**config.mk**
```make
export PLATFORM = sky130hd
export DESIGN_NAME = psg_square_tone_generator_core_flat
export DESIGN_NICKNAME = d
export VERILOG_FILES = /design/src/rtl/psg_pkg.sv /design/src/rtl/psg_ifs.sv /design/src/rtl/psg_square_tone_generator_core.sv /design/src/rtl/psg_front.sv /design/src/rtl/psg_queue.sv /design/src/rtl/psg_back.sv /design/src/flat_wrapper.sv
export VERILOG_INCLUDE_DIRS = /design/src /design/src/rtl
export SDC_FILE = /design/constraint.sdc
export NUM_CORES = 1
export LEC_CHECK = 0
export BUFFER_PORTS_ARGS = -buffer_cell sky130_fd_sc_hd__buf_2
export CAP_MARGIN = 20
export CORE_MARGIN = 3
export CORE_UTILIZATION = 58
export CTS_BUF_LIST = sky130_fd_sc_hd__clkbuf_16
export DETAILED_ROUTE_END_ITERATION = 8
export PLACE_DENSITY = 0.72
export SYNTH_ARGS = -nofsm -noshare
export SYNTH_HDL_FRONTEND = slang
export SYNTH_SLANG_ARGS = --single-unit
```
**constraint.sdc**
```tcl
create_clock -name clk_i -period 15.9 [get_ports clk_i]
set_input_delay 0.795 -clock clk_i [delete_from_list [all_inputs] [get_ports clk_i]]
set_output_delay 0.795 -clock clk_i [all_outputs]
set_load 0.02 [all_outputs]
```
**src/rtl/psg_square_tone_generator_core_defines.svh**
```systemverilog
// assertion helpers used by psg_back
`ifndef PSG_SQUARE_TONE_GENERATOR_CORE_DEFINES_SVH
`define PSG_SQUARE_TONE_GENERATOR_CORE_DEFINES_SVH

// same-cycle implication, sampled on clk_i, off during reset
`define PSG_ASSERT_NOW(lbl, ante, cons, msg) \
  lbl: assert property (@(posedge clk_i) disable iff (!rst_ni) (ante) |-> (cons)) \
    else $error(msg);

// next-cycle implication, sampled on clk_i, off during reset
`define PSG_ASSERT_NEXT(lbl, ante, cons, msg) \
  lbl: assert property (@(posedge clk_i) disable iff (!rst_ni) (ante) |=> (cons)) \
    else $error(msg);

`endif

```
**src/rtl/psg_pkg.sv**
```systemverilog
`default_nettype none

package psg_pkg;

  localparam int unsigned BYTE_W      = 8;
  localparam int unsigned CYCLES_W    = 10;
  localparam int unsigned TONE_W      = 10;
  localparam int unsigned VOL_W       = 4;
  localparam int unsigned GAIN_W      = 8;
  localparam int unsigned SAMPLE_W    = 14;
  localparam int unsigned LATCH_CH_W  = 2;
  localparam int unsigned DATA_W      = 6;
  localparam int unsigned QUEUE_DEPTH = 2;

  localparam logic [GAIN_W-1:0]   GAIN_RESET = 8'hFF;
  localparam logic [SAMPLE_W-1:0] SAMPLE_MAX = 14'h3FFF;

  // input opcode field
  localparam logic OPC_WRITE = 1'b0;
  localparam logic OPC_TICK  = 1'b1;

  localparam int unsigned LATCH_BIT = 7;

  typedef enum logic [1:0] {
    OP_DATA  = 2'd0,
    OP_LATCH = 2'd1,
    OP_TICK  = 2'd2
  } op_e;

  // classified command handed from front to back
  typedef struct packed {
    op_e                   op;
    logic [LATCH_CH_W-1:0] chan;
    logic                  is_vol;
    logic [DATA_W-1:0]     data;
    logic [CYCLES_W-1:0]   cycles;
  } cmd_t;

endpackage

`default_nettype wire

```
**src/rtl/psg_ifs.sv**
```systemverilog
`default_nettype none

interface psg_in_if;
  logic                         valid;
  logic                         ready;
  logic                         opcode;
  logic [psg_pkg::BYTE_W-1:0]   write_byte;
  logic [psg_pkg::CYCLES_W-1:0] tick_cycles;

  modport source (output valid, output opcode, output write_byte, output tick_cycles,
                  input ready);
  modport sink   (input valid, input opcode, input write_byte, input tick_cycles,
                  output ready);
endinterface

interface psg_out_if;
  logic                         valid;
  logic                         ready;
  logic [psg_pkg::SAMPLE_W-1:0] sample_value;

  modport source (output valid, output sample_value, input ready);
  modport sink   (input valid, input sample_value, output ready);
endinterface

interface psg_cfg_if;
  logic                       valid;
  logic                       ready;
  logic [psg_pkg::GAIN_W-1:0] data;

  modport source (output valid, output data, input ready);
  modport sink   (input valid, input data, output ready);
endinterface

`default_nettype wire

```
**src/rtl/psg_square_tone_generator_core.sv**
```systemverilog
// channel  dir  handshake      payload
// in_i     in   valid/ready    opcode, write_byte, tick_cycles
// out_o    out  valid/ready    sample_value (one per tick word)
// cfg_i    in   valid/ready    data = master gain, always ready
//
// one word per cycle unless out_o stalls; back end updates all channels at once
// a tick word passes through the queue, the sum register and the sample register
// a two-entry command queue decouples input from the channel update
// an output stall holds the sum and sample registers, the queue then fills
// reset clears all channel state and sets master gain to 8'hFF
`default_nettype none

module psg_square_tone_generator_core #(
  parameter int unsigned CHANNEL_COUNT = 4,
  parameter int unsigned COUNTER_BITS  = 16
) (
  input  wire logic  clk_i,
  input  wire logic  rst_ni,
  psg_in_if.sink     in_i,
  psg_out_if.source  out_o,
  psg_cfg_if.sink    cfg_i
);

  logic          push, full, q_valid, pop;
  psg_pkg::cmd_t push_cmd, q_cmd;

  psg_front u_front (
    .in_i   (in_i),
    .full_i (full),
    .push_o (push),
    .cmd_o  (push_cmd)
  );

  psg_queue u_queue (
    .clk_i   (clk_i),
    .rst_ni  (rst_ni),
    .push_i  (push),
    .cmd_i   (push_cmd),
    .full_o  (full),
    .valid_o (q_valid),
    .cmd_o   (q_cmd),
    .pop_i   (pop)
  );

  psg_back #(
    .CHANNEL_COUNT (CHANNEL_COUNT),
    .COUNTER_BITS  (COUNTER_BITS)
  ) u_back (
    .clk_i       (clk_i),
    .rst_ni      (rst_ni),
    .cmd_valid_i (q_valid),
    .cmd_i       (q_cmd),
    .pop_o       (pop),
    .cfg_i       (cfg_i),
    .out_o       (out_o)
  );

endmodule

`default_nettype wire

```
**src/rtl/psg_front.sv**
```systemverilog
`default_nettype none

module psg_front (
  psg_in_if.sink          in_i,
  input  wire logic       full_i,
  output logic            push_o,
  output psg_pkg::cmd_t   cmd_o
);

  assign in_i.ready = !full_i;
  assign push_o     = in_i.valid && !full_i;

  always_comb begin
    cmd_o.chan   = in_i.write_byte[6:5];
    cmd_o.is_vol = in_i.write_byte[4];
    cmd_o.data   = in_i.write_byte[psg_pkg::DATA_W-1:0];
    cmd_o.cycles = in_i.tick_cycles;
    unique case (in_i.opcode)
      psg_pkg::OPC_TICK: begin
        cmd_o.op = psg_pkg::OP_TICK;
      end
      default: begin
        // register write word: latch or data byte
        cmd_o.op = in_i.write_byte[psg_pkg::LATCH_BIT] ? psg_pkg::OP_LATCH
                                                        : psg_pkg::OP_DATA;
      end
    endcase
  end

endmodule

`default_nettype wire

```
**src/rtl/psg_queue.sv**
```systemverilog
`default_nettype none

module psg_queue (
  input  wire logic           clk_i,
  input  wire logic           rst_ni,
  input  wire logic           push_i,
  input  wire psg_pkg::cmd_t  cmd_i,
  output logic                full_o,
  output logic                valid_o,
  output psg_pkg::cmd_t       cmd_o,
  input  wire logic           pop_i
);

  localparam int unsigned PTR_W = (psg_pkg::QUEUE_DEPTH > 1) ? $clog2(psg_pkg::QUEUE_DEPTH) : 1;
  localparam int unsigned CNT_W = $clog2(psg_pkg::QUEUE_DEPTH + 1);
  localparam logic [PTR_W-1:0] LAST_PTR = PTR_W'(psg_pkg::QUEUE_DEPTH - 1);
  localparam logic [CNT_W-1:0] FULL_CNT = CNT_W'(psg_pkg::QUEUE_DEPTH);

  psg_pkg::cmd_t    mem_q [psg_pkg::QUEUE_DEPTH];
  logic [PTR_W-1:0] wr_ptr_q, wr_ptr_d;
  logic [PTR_W-1:0] rd_ptr_q, rd_ptr_d;
  logic [CNT_W-1:0] cnt_q, cnt_d;

  assign full_o  = (cnt_q == FULL_CNT);
  assign valid_o = (cnt_q != '0);
  assign cmd_o   = mem_q[rd_ptr_q];

  always_comb begin
    wr_ptr_d = wr_ptr_q;
    rd_ptr_d = rd_ptr_q;
    cnt_d    = cnt_q;
    if (push_i) begin
      wr_ptr_d = (wr_ptr_q == LAST_PTR) ? '0 : wr_ptr_q + PTR_W'(1);
    end
    if (pop_i) begin
      rd_ptr_d = (rd_ptr_q == LAST_PTR) ? '0 : rd_ptr_q + PTR_W'(1);
    end
    if (push_i && !pop_i) begin
      cnt_d = cnt_q + CNT_W'(1);
    end else if (pop_i && !push_i) begin
      cnt_d = cnt_q - CNT_W'(1);
    end
  end

  always_ff @(posedge clk_i or negedge rst_ni) begin
    if (!rst_ni) begin
      wr_ptr_q <= '0;
      rd_ptr_q <= '0;
      cnt_q    <= '0;
    end else begin
      wr_ptr_q <= wr_ptr_d;
      rd_ptr_q <= rd_ptr_d;
      cnt_q    <= cnt_d;
    end
  end

  always_ff @(posedge clk_i) begin
    if (push_i) begin
      mem_q[wr_ptr_q] <= cmd_i;
    end
  end

endmodule

`default_nettype wire

```
**src/rtl/psg_back.sv**
```systemverilog
`default_nettype none

`include "psg_square_tone_generator_core_defines.svh"

module psg_back #(
  parameter int unsigned CHANNEL_COUNT = 4,
  parameter int unsigned COUNTER_BITS  = 16
) (
  input  wire logic           clk_i,
  input  wire logic           rst_ni,
  input  wire logic           cmd_valid_i,
  input  wire psg_pkg::cmd_t  cmd_i,
  output logic                pop_o,
  psg_cfg_if.sink             cfg_i,
  psg_out_if.source           out_o
);

  localparam int unsigned SUM_W  = $clog2(15 * CHANNEL_COUNT + 1);
  localparam int unsigned PROD_W = SUM_W + psg_pkg::GAIN_W;
  localparam int unsigned WIDE_W = (PROD_W > psg_pkg::SAMPLE_W) ? PROD_W : psg_pkg::SAMPLE_W;

  logic [psg_pkg::TONE_W-1:0]  tone_q [CHANNEL_COUNT];
  logic [psg_pkg::VOL_W-1:0]   vol_q  [CHANNEL_COUNT];
  logic [COUNTER_BITS-1:0]     cnt_q  [CHANNEL_COUNT];
  logic [CHANNEL_COUNT-1:0]    lvl_q;
  logic [CHANNEL_COUNT-1:0]    lvl_nx;

  logic [psg_pkg::LATCH_CH_W-1:0] lch_q;
  logic                           lvol_q;
  logic [psg_pkg::GAIN_W-1:0]     gain_q;

  logic [SUM_W-1:0]             sum_d, sum_q;
  logic                         sum_valid_q;
  logic                         out_valid_q;
  logic [psg_pkg::SAMPLE_W-1:0] sample_q;
  logic [WIDE_W-1:0]            prod;
  logic [psg_pkg::SAMPLE_W-1:0] sample_sat;

  logic stall, advance, tick_en, wr_en, wr_low, wr_vol;
  logic [psg_pkg::LATCH_CH_W-1:0] wr_ch;

  assign stall   = out_valid_q && !out_o.ready;
  assign advance = !(sum_valid_q && stall);
  assign pop_o   = cmd_valid_i && advance;
  assign tick_en = pop_o && (cmd_i.op == psg_pkg::OP_TICK);
  assign wr_en   = pop_o && (cmd_i.op == psg_pkg::OP_LATCH || cmd_i.op == psg_pkg::OP_DATA);
  assign wr_low  = (cmd_i.op == psg_pkg::OP_LATCH);
  assign wr_ch   = wr_low ? cmd_i.chan : lch_q;
  assign wr_vol  = wr_low ? cmd_i.is_vol : lvol_q;

  // latch register and gain
  assign cfg_i.ready = 1'b1;

  always_ff @(posedge clk_i or negedge rst_ni) begin
    if (!rst_ni) begin
      lch_q  <= '0;
      lvol_q <= 1'b0;
      gain_q <= psg_pkg::GAIN_RESET;
    end else begin
      if (pop_o && cmd_i.op == psg_pkg::OP_LATCH) begin
        lch_q  <= cmd_i.chan;
        lvol_q <= cmd_i.is_vol;
      end
      if (cfg_i.valid) begin
        gain_q <= cfg_i.data;
      end
    end
  end

  for (genvar i = 0; i < CHANNEL_COUNT; i++) begin : g_ch
    logic [COUNTER_BITS:0]   raw;
    logic [COUNTER_BITS-1:0] sat;
    logic [COUNTER_BITS-1:0] per;
    logic                    ge;
    logic                    hit;

    assign raw = {1'b0, cnt_q[i]} + (COUNTER_BITS + 1)'(cmd_i.cycles);
    // counter saturates at all ones
    assign sat = raw[COUNTER_BITS] ? '1 : raw[COUNTER_BITS-1:0];
    assign per = COUNTER_BITS'({({1'b0, tone_q[i]} + 11'd1), 1'b0});
    assign ge  = (sat >= per);
    assign hit = (int'(wr_ch) == i);
    assign lvl_nx[i] = (tone_q[i] == '0) ? 1'b0 : (lvl_q[i] ^ ge);

    always_ff @(posedge clk_i or negedge rst_ni) begin
      if (!rst_ni) begin
        tone_q[i] <= '0;
        vol_q[i]  <= '0;
        cnt_q[i]  <= '0;
        lvl_q[i]  <= 1'b0;
      end else if (tick_en) begin
        if (tone_q[i] == '0) begin
          cnt_q[i] <= '0;
        end else begin
          cnt_q[i] <= ge ? (sat - per) : sat;
        end
        lvl_q[i] <= lvl_nx[i];
      end else if (wr_en && hit) begin
        if (wr_vol) begin
          vol_q[i] <= cmd_i.data[psg_pkg::VOL_W-1:0];
        end else if (wr_low) begin
          tone_q[i] <= {tone_q[i][9:4], cmd_i.data[3:0]};
        end else begin
          tone_q[i] <= {cmd_i.data[5:0], tone_q[i][3:0]};
        end
      end
    end
  end

  always_comb begin
    sum_d = '0;
    for (int i = 0; i < CHANNEL_COUNT; i++) begin
      if (lvl_nx[i]) begin
        sum_d = sum_d + SUM_W'(vol_q[i]);
      end
    end
  end

  // stage one: volume sum of the channels left high
  always_ff @(posedge clk_i or negedge rst_ni) begin
    if (!rst_ni) begin
      sum_valid_q <= 1'b0;
    end else if (advance) begin
      sum_valid_q <= tick_en;
    end
  end

  always_ff @(posedge clk_i) begin
    if (advance && tick_en) begin
      sum_q <= sum_d;
    end
  end

  // stage two: gain and clamp into the output register
  assign prod       = WIDE_W'(sum_q) * WIDE_W'(gain_q);
  assign sample_sat = (prod > WIDE_W'(psg_pkg::SAMPLE_MAX)) ? psg_pkg::SAMPLE_MAX
                                                            : prod[psg_pkg::SAMPLE_W-1:0];

  always_ff @(posedge clk_i or negedge rst_ni) begin
    if (!rst_ni) begin
      out_valid_q <= 1'b0;
    end else if (!stall) begin
      out_valid_q <= sum_valid_q;
    end
  end

  always_ff @(posedge clk_i) begin
    if (!stall && sum_valid_q) begin
      sample_q <= sample_sat;
    end
  end

  assign out_o.valid        = out_valid_q;
  assign out_o.sample_value = sample_q;

  `PSG_ASSERT_NEXT(a_tick_makes_sum, tick_en, sum_valid_q, "tick word produced no sum")
  `PSG_ASSERT_NEXT(a_write_no_sum, wr_en, !sum_valid_q, "register write produced a sum")
  `PSG_ASSERT_NEXT(a_sum_held, sum_valid_q && stall, sum_valid_q && $stable(sum_q),
                   "pending sum lost under stall")
  `PSG_ASSERT_NEXT(a_silent_clears, tick_en && tone_q[0] == '0,
                   !lvl_q[0] && cnt_q[0] == '0, "zero tone left channel running")
  `PSG_ASSERT_NOW(a_pop_needs_room, pop_o, !(sum_valid_q && stall),
                  "word taken while pipeline blocked")

endmodule

`default_nettype wire

```
**src/flat_wrapper.sv**
```systemverilog
// flat-port wrapper written by rule: the top's interface ports become plain ports
module psg_square_tone_generator_core_flat 
#(
  parameter int unsigned CHANNEL_COUNT = 4,
  parameter int unsigned COUNTER_BITS  = 16
)
  (clk_i, rst_ni, in_i_valid, in_i_opcode, in_i_write_byte, in_i_tick_cycles, in_i_ready, out_o_valid, out_o_sample_value, out_o_ready, cfg_i_valid, cfg_i_data, cfg_i_ready);
  psg_in_if in_i_i ();
  psg_out_if out_o_i ();
  psg_cfg_if cfg_i_i ();
  input  wire logic clk_i;
  input  wire logic rst_ni;
  input wire logic [$bits(in_i_i.valid)-1:0] in_i_valid;
  input wire logic [$bits(in_i_i.opcode)-1:0] in_i_opcode;
  input wire logic [$bits(in_i_i.write_byte)-1:0] in_i_write_byte;
  input wire logic [$bits(in_i_i.tick_cycles)-1:0] in_i_tick_cycles;
  output wire logic [$bits(in_i_i.ready)-1:0] in_i_ready;
  output wire logic [$bits(out_o_i.valid)-1:0] out_o_valid;
  output wire logic [$bits(out_o_i.sample_value)-1:0] out_o_sample_value;
  input wire logic [$bits(out_o_i.ready)-1:0] out_o_ready;
  input wire logic [$bits(cfg_i_i.valid)-1:0] cfg_i_valid;
  input wire logic [$bits(cfg_i_i.data)-1:0] cfg_i_data;
  output wire logic [$bits(cfg_i_i.ready)-1:0] cfg_i_ready;
  assign in_i_i.valid = in_i_valid;
  assign in_i_i.opcode = in_i_opcode;
  assign in_i_i.write_byte = in_i_write_byte;
  assign in_i_i.tick_cycles = in_i_tick_cycles;
  assign in_i_ready = in_i_i.ready;
  assign out_o_valid = out_o_i.valid;
  assign out_o_sample_value = out_o_i.sample_value;
  assign out_o_i.ready = out_o_ready;
  assign cfg_i_i.valid = cfg_i_valid;
  assign cfg_i_i.data = cfg_i_data;
  assign cfg_i_ready = cfg_i_i.ready;
  psg_square_tone_generator_core #(.CHANNEL_COUNT(CHANNEL_COUNT), .COUNTER_BITS(COUNTER_BITS)) u_core (.clk_i(clk_i), .rst_ni(rst_ni), .in_i(in_i_i), .out_o(out_o_i), .cfg_i(cfg_i_i));
endmodule
```
# Yosys cells after proc, flatten, opt, wreduce, memory -nomap -nowiden
# Memories as Yosys holds them, arrays and structs flattened.
# Index checks and enable logic that the tools add are counted.
[word_totals]
ff_bits = 161
inputBits = 32
output_inout_bits = 17
ram_bits = 42
n_memories = 1
[op_classes]
n_mux = 30
n_reduce_logical = 42
n_lt_le_gt_ge = 5
n_mul = 1
n_bitwise = 7
n_eq_ne = 6
addsub = 19
[memory_table]
columns = ["memory", "words", "width", "rd", "rd_clocked_by_memory_dff", "wr", "line", "text"]
rows = [
  ["u_core.u_queue.mem_q", 2, 21, 1, 0, 1, "psg_queue.sv:19", "psg_pkg::cmd_t mem_q [psg_pkg::QUEUE_DEPTH];"],
]
[op_table]
columns = ["operator", "count"]
rows = [
  ["$mux W16", 12],
  ["$add A16 B10 Y17", 4],
  ["$ge A16 B12 Y1", 4],
  ["$sub A16 B12 Y16", 4],
  ["$add A10 B1 Y11 const B", 4],
  ["$logic_not A10 Y1", 4],
  ["$reduce_and A4 Y1", 8],
  ["$add A6 B4 Y6", 3],
  ["$mux W6", 3],
  ["$logic_and A1 B1 Y1", 15],
  ["$gt A14 B14 Y1 const B", 1],
  ["$mul A6 B8 Y14", 1],
  ["$reduce_and A3 Y1", 4],
  ["$mux W1", 10],
  ["$eq A2 B2 Y1 const B", 4],
  ["$mux W2", 4],
  ["$logic_not A1 Y1", 6],
  ["$eq A2 B1 Y1 const B", 2],
  ["$logic_not A2 Y1", 2],
  ["$mux W4", 1],
  ["$reduce_bool A2 Y1", 2],
  ["$xor A1 B1 Y1", 4],
  ["$not A1 Y1", 3],
  ["$add A1 B1 Y1 const B", 2],
  ["other kinds (3)", 3],
]

# Longest topological paths before layout
# An unclocked memory read counts as a cell.
[depth]
ltp_word = 13
mapped_depth = 39

# By module
# Synthesis repeated with hierarchy kept, for this count alone.
[hier_totals]
hier_cells = 1677
hier_area_um2 = 15765.1
[by_module_without_submodules]
columns = ["module", "n_inst", "area_each_um2", "cells_each"]
rows = [
  ["psg_back", 1, 13882.1, 1573],
  ["psg_queue", 1, 1709.1, 81],
  ["psg_front", 1, 173.9, 23],
]

# Worst setup path after synthesis
# No wires, ideal clock.
[synth_path]
kind = "register to register"
from = "register u_core.u_queue.rd_ptr_q"
to = "register u_core.u_back.sum_q[5], data pin"
setup_slack_ns = 7.772
t_arrival_ns = 7.860
synth_period_minus_slack_ns = 8.128
stages_incl_launch_ff = 35
path_buffers = 3
cell_sequence = "dfrtp_1 -> clkbuf_1 -> clkbuf_1 -> buf_1 -> mux2i_1 -> inv_1 -> fa_1 -> a21oi_1 -> o22a_1 -> o21ai_4 -> nand3_1 -> nand2_1 -> ha_1 -> nor2b_1 -> o21a_1 -> o21ai_1 -> a21oi_1 -> o21ai_0 -> nand4bb_4 -> nor2_2 -> xnor2_1 -> and3_1 -> ha_1 -> inv_1 -> fa_1 -> mux2_2 -> fa_1 -> xnor2_1 -> mux2_2 -> ha_1 -> a21oi_1 -> nor2b_1 -> o211ai_1 -> and2_0 -> o31ai_1"
[synth_via]
elab_chain_len = 13
elab_cells_between_ends = 28
cone_classes = "add/sub (7); order compare (4); mux (12); bitwise (4); memory (1)"
[synth_lines]
columns = ["element", "line", "text"]
rows = [
  ["start: declaration", "psg_queue.sv:21", "logic [PTR_W-1:0] rd_ptr_q, rd_ptr_d;"],
  ["start signal: assignment", "psg_queue.sv:52", "rd_ptr_q <= rd_ptr_d;"],
  ["$mem_v2 Z2 W21 *", "-", ""],
  ["$add A16 B10 Y17", "psg_back.sv:77", "assign raw = {1'b0, cnt_q[i]} + (COUNTER_BITS + 1)'(cmd_i.cycles);"],
  ["$mux W16", "psg_back.sv:79", "assign sat = raw[COUNTER_BITS] ? '1 : raw[COUNTER_BITS-1:0];"],
  ["$ge A16 B12 Y1", "psg_back.sv:81", "assign ge = (sat >= per);"],
  ["$xor A1 B1 Y1", "psg_back.sv:83", "assign lvl_nx[i] = (tone_q[i] == '0) ? 1'b0 : (lvl_q[i] ^ ge);"],
  ["$mux W1", "psg_back.sv:83", ""],
  ["$mux W4", "psg_back.sv:113", "if (lvl_nx[i]) begin"],
  ["$add A6 B4 Y6", "psg_back.sv:114", "sum_d = sum_d + SUM_W'(vol_q[i]);"],
  ["$mux W6", "psg_back.sv:113", ""],
  ["$add A6 B4 Y6", "psg_back.sv:114", ""],
  ["$mux W6", "psg_back.sv:113", ""],
  ["$add A6 B4 Y6", "psg_back.sv:114", ""],
  ["$mux W6 *", "psg_back.sv:113", ""],
  ["named net u_core.u_back.sum_d[5]", "psg_back.sv:32", "logic [SUM_W-1:0] sum_d, sum_q;"],
  ["end signal: assignment", "psg_back.sv:130", "sum_q <= sum_d;"],
  ["end: declaration", "psg_back.sv:32", ""],
]
# Mark *: on every way through the listed nets, which the timed path passes. The rest lies on a longest branch.
# A chain may end at the register's enable or synchronous reset.

# Worst setup path after layout
# Ends and elaborated chain as after synthesis.

==> results.json <==
{
  "outcome": "finished clean",
  "cts_buffer_depth": 2,
  "place_area_sq_um": 15800,
  "dieArea_sq_um": 28200,
  "ys_warn_count": 0,
  "finalHoldWorstSlack_ns": 0.383,
  "cts_tree": "built",
  "worstPathRequired_ns": 16.17,
  "cts-resized-gates": 0,
  "rsz0062_at_grt": "no",
  "setup_violations": 0,
  "core.rowCount": 58,
  "io_buffers": 47,
  "via_per_inst": 5.87,
  "synthesis.area_sq_um": 15200,
  "final_cell_mix": "nand2_1 (208), o21ai_0 (135), dfrtp_1 (133)",
  "cts.htree.levels": 4,
  "grt_pass1_vias": 11800,
  "root_buffer": "clkbuf_16",
  "final_common_cell": "nand2_1",
  "grt_use_total_pct": 25.8,
  "maxCapViolCount": 0,
  "diodes": 0,
  "grt_antenna_before_repair": 0,
  "ios": 49,
  "cp_max_fo": 24,
  "drt-pass1-iter-count": 5,
  "grt_pass1_wl_um": 59500,
  "criticalPathCategory": "reg -> reg",
  "start_kind": "flop",
  "grt.overflow.total": 0,
  "die_x_um": 168,
  "synth_edf_count": 58,
  "max_stage_delay_ns": 1.07,
  "drc": 0,
  "nNetsFinal": 1889,
  "numCtsBuffers": 17,
  "cts.hold.buffers_added": 0,
  "drive_above_1_share_pct": 9.38,
  "max_slew_margin_pct": 22.2,
  "wire_per_inst_um": 17.5,
  "slew_violations": 0,
  "worst_pin_slew_ns": 1.14,
  "die_h_um": 168,
  "synth_flop_cell": "dfrtp_1",
  "syn_inst": 1660,
  "synthDistinctLibCells": 77,
  "final_area_sq_um": 16400,
  "syn_area_per_cell_sq_um": 9.16,
  "routed_wl_um": 35600,
  "vias": 12000,
  "core_sq_um": 25500,
  "crit_start": "u_core.u_queue.rd_ptr_q",
  "period_share_pct": 59.3,
  "synth_fp_nets": 1856,
  "clock.fmax_ghz": 0.106,
  "end_kind": "flop",
  "postCtsSetupBuffers": 0,
  "place.gp.congestion": 0.886,
  "hold_path_class": "in -> async",
  "clk_latency_ns": 0.45,
  "start_util_pct": 59.7,
  "path_buf_inv": 2,
  "numClockSinks": 199,
  "finalCriticalPeriod_ns": 9.43,
  "drtAntennaViolNets": 0,
  "r2r_start": "u_core.u_queue.rd_ptr_q",
  "synthArstFlopShare_pct": 70.9,
  "clk_pin_slew_ns": 0.07,
  "finClkSkew_ns": 0.0161,
  "grt_max_degree": 83,
  "path_delay_family": "compound AO/OA/AOI/OAI gates",
  "post-dp-hpwl_um": 26400,
  "syn_to_final_growth_pct": 7.78,
  "fin_tns_setup_ns": 0,
  "critical-path-slowest-cell": "dfrtp_1",
  "drtIter0Drc": 976,
  "hold_violations": 0,
  "yosys_register_bits": 199,
  "arrival_ns": 9.69,
  "ys_seq_area_share_pct": 34.7
}
==> flip-flops by register name, indices dropped and copies added (netlist names), 2 cells and up <==
register / cells
u_core.u_back.cnt_q: 64
u_core.u_back.tone_q: 40
u_core.u_queue.mem_q: 38
u_core.u_back.vol_q: 16
u_core.u_back.out_o.sample_value: 14
u_core.u_back.gain_q: 8
u_core.u_back.sum_q: 6
u_core.u_back.lvl_q: 4
u_core.u_back.lch_q: 2
u_core.u_queue.cnt_q: 2
==> synthesized netlist by cell type, types with 5 or more instances <==
| library cell | instances | area, sq um |
|---|---|---|
| mux2_2 | 32 | 360 |
| dfstp_2 | 8 | 210 |
| fa_1 | 36 | 721 |
| a21o_1 | 25 | 188 |
| nand4_1 | 11 | 68.8 |
| nor2_1 | 92 | 345 |
| and4_1 | 6 | 52.6 |
| o21ai_0 | 135 | 676 |
| o21bai_1 | 13 | 97.6 |
| a31oi_1 | 9 | 56.3 |
| dfrtp_1 | 133 | 3330 |
| o22ai_1 | 7 | 43.8 |
| or3_1 | 7 | 43.8 |
| edfxtp_1 | 58 | 1740 |
| nor2b_1 | 27 | 169 |
| a22o_1 | 17 | 149 |
| ha_1 | 128 | 1600 |
| nand2b_1 | 23 | 144 |
| o211ai_1 | 7 | 52.6 |
| a21oi_1 | 121 | 606 |
| and3_1 | 30 | 188 |
| nand3_1 | 58 | 290 |
| o21a_1 | 15 | 113 |
| nor3_1 | 10 | 50.1 |
| or2_2 | 8 | 50.1 |
| o21ai_1 | 9 | 45.0 |
| clkbuf_1 | 34 | 128 |
| nor4_1 | 9 | 56.3 |
| a211oi_1 | 7 | 52.6 |
| xnor2_1 | 69 | 604 |
| nand2_1 | 208 | 781 |
| inv_1 | 104 | 390 |
| xor2_1 | 60 | 526 |
| and2_1 | 36 | 225 |
| o31ai_1 | 5 | 37.5 |
| mux2i_1 | 35 | 350 |
==> through the flow <==
| stage | utilization, % | instances | worst slack (ns) |
|---|---|---|---|
| 3_5_place_dp | 61.9 | 2004 | 6.51 |
| 5_1_grt | 64.3 | 2036 | 5.55 |
| 4_1_cts | 64.3 | 2036 | 6.47 |
| 3_3_place_gp | 61.9 | 2003 | 6.82 |
| 2_1_floorplan | - | 1660 | 7.77 |
| 6_report | 64.3 | 2036 | 6.47 |
==> logic make-up after synthesis <==
logic type	Yosys count	share of synthesized area, %
AOI/OAI and AO/OA	407	16.4
buffers and inverters	146	3.68
DFF	199	34.7
xor gates and xnor gates	130	7.54
adders and majority gates	164	15.3
other	1	0.0247
muxes	68	4.82
and+or+nand+nor	545	17.5
==> final cells by class <==
class,instances,area [sq um]
multi-input cells,1315,9380
fillers,2103,9090
flip-flops and latches,199,5280
clock buffers,17,425
well taps,330,413
inverters,104,390
repair buffers,56,317
clock inverters,15,181
==> worst paths after layout <==
| check | to | slack, ns | cells past startpoint |
|---|---|---|---|
| hold reg to reg | u_core.u_back.cnt_q[16] | 0.49 | 1 |
| setup / recovery | u_core.u_back.sum_q[5] | 6.47 | 31 |
| max in group asynchronous | u_core.u_back.cnt_q[32] | 14.19 | 2 |
| hold / removal | u_core.u_back.vol_q[1] | 0.38 | 1 |
| setup reg to reg | u_core.u_back.sum_q[5] | 6.47 | 31 |
| min in group clk_i | u_core.u_back.cnt_q[16] | 0.49 | 1 |
==> metal layers <==
metal | vias to the layer above | GRT usage [%] | share of wire (%)
li1 | 5931 | - | -
met1 | 5657 | 35.8 | 46
met2 | 323 | 43.2 | 48
met3 | 46 | 3.19 | 5.0
met4 | 0 | 6.69 | 1.6
met5 | - | 0 | 0
Power is left out: the tool's default activity adds up to more than one toggle a clock period on the data nets, which glitch-free logic cannot reach.
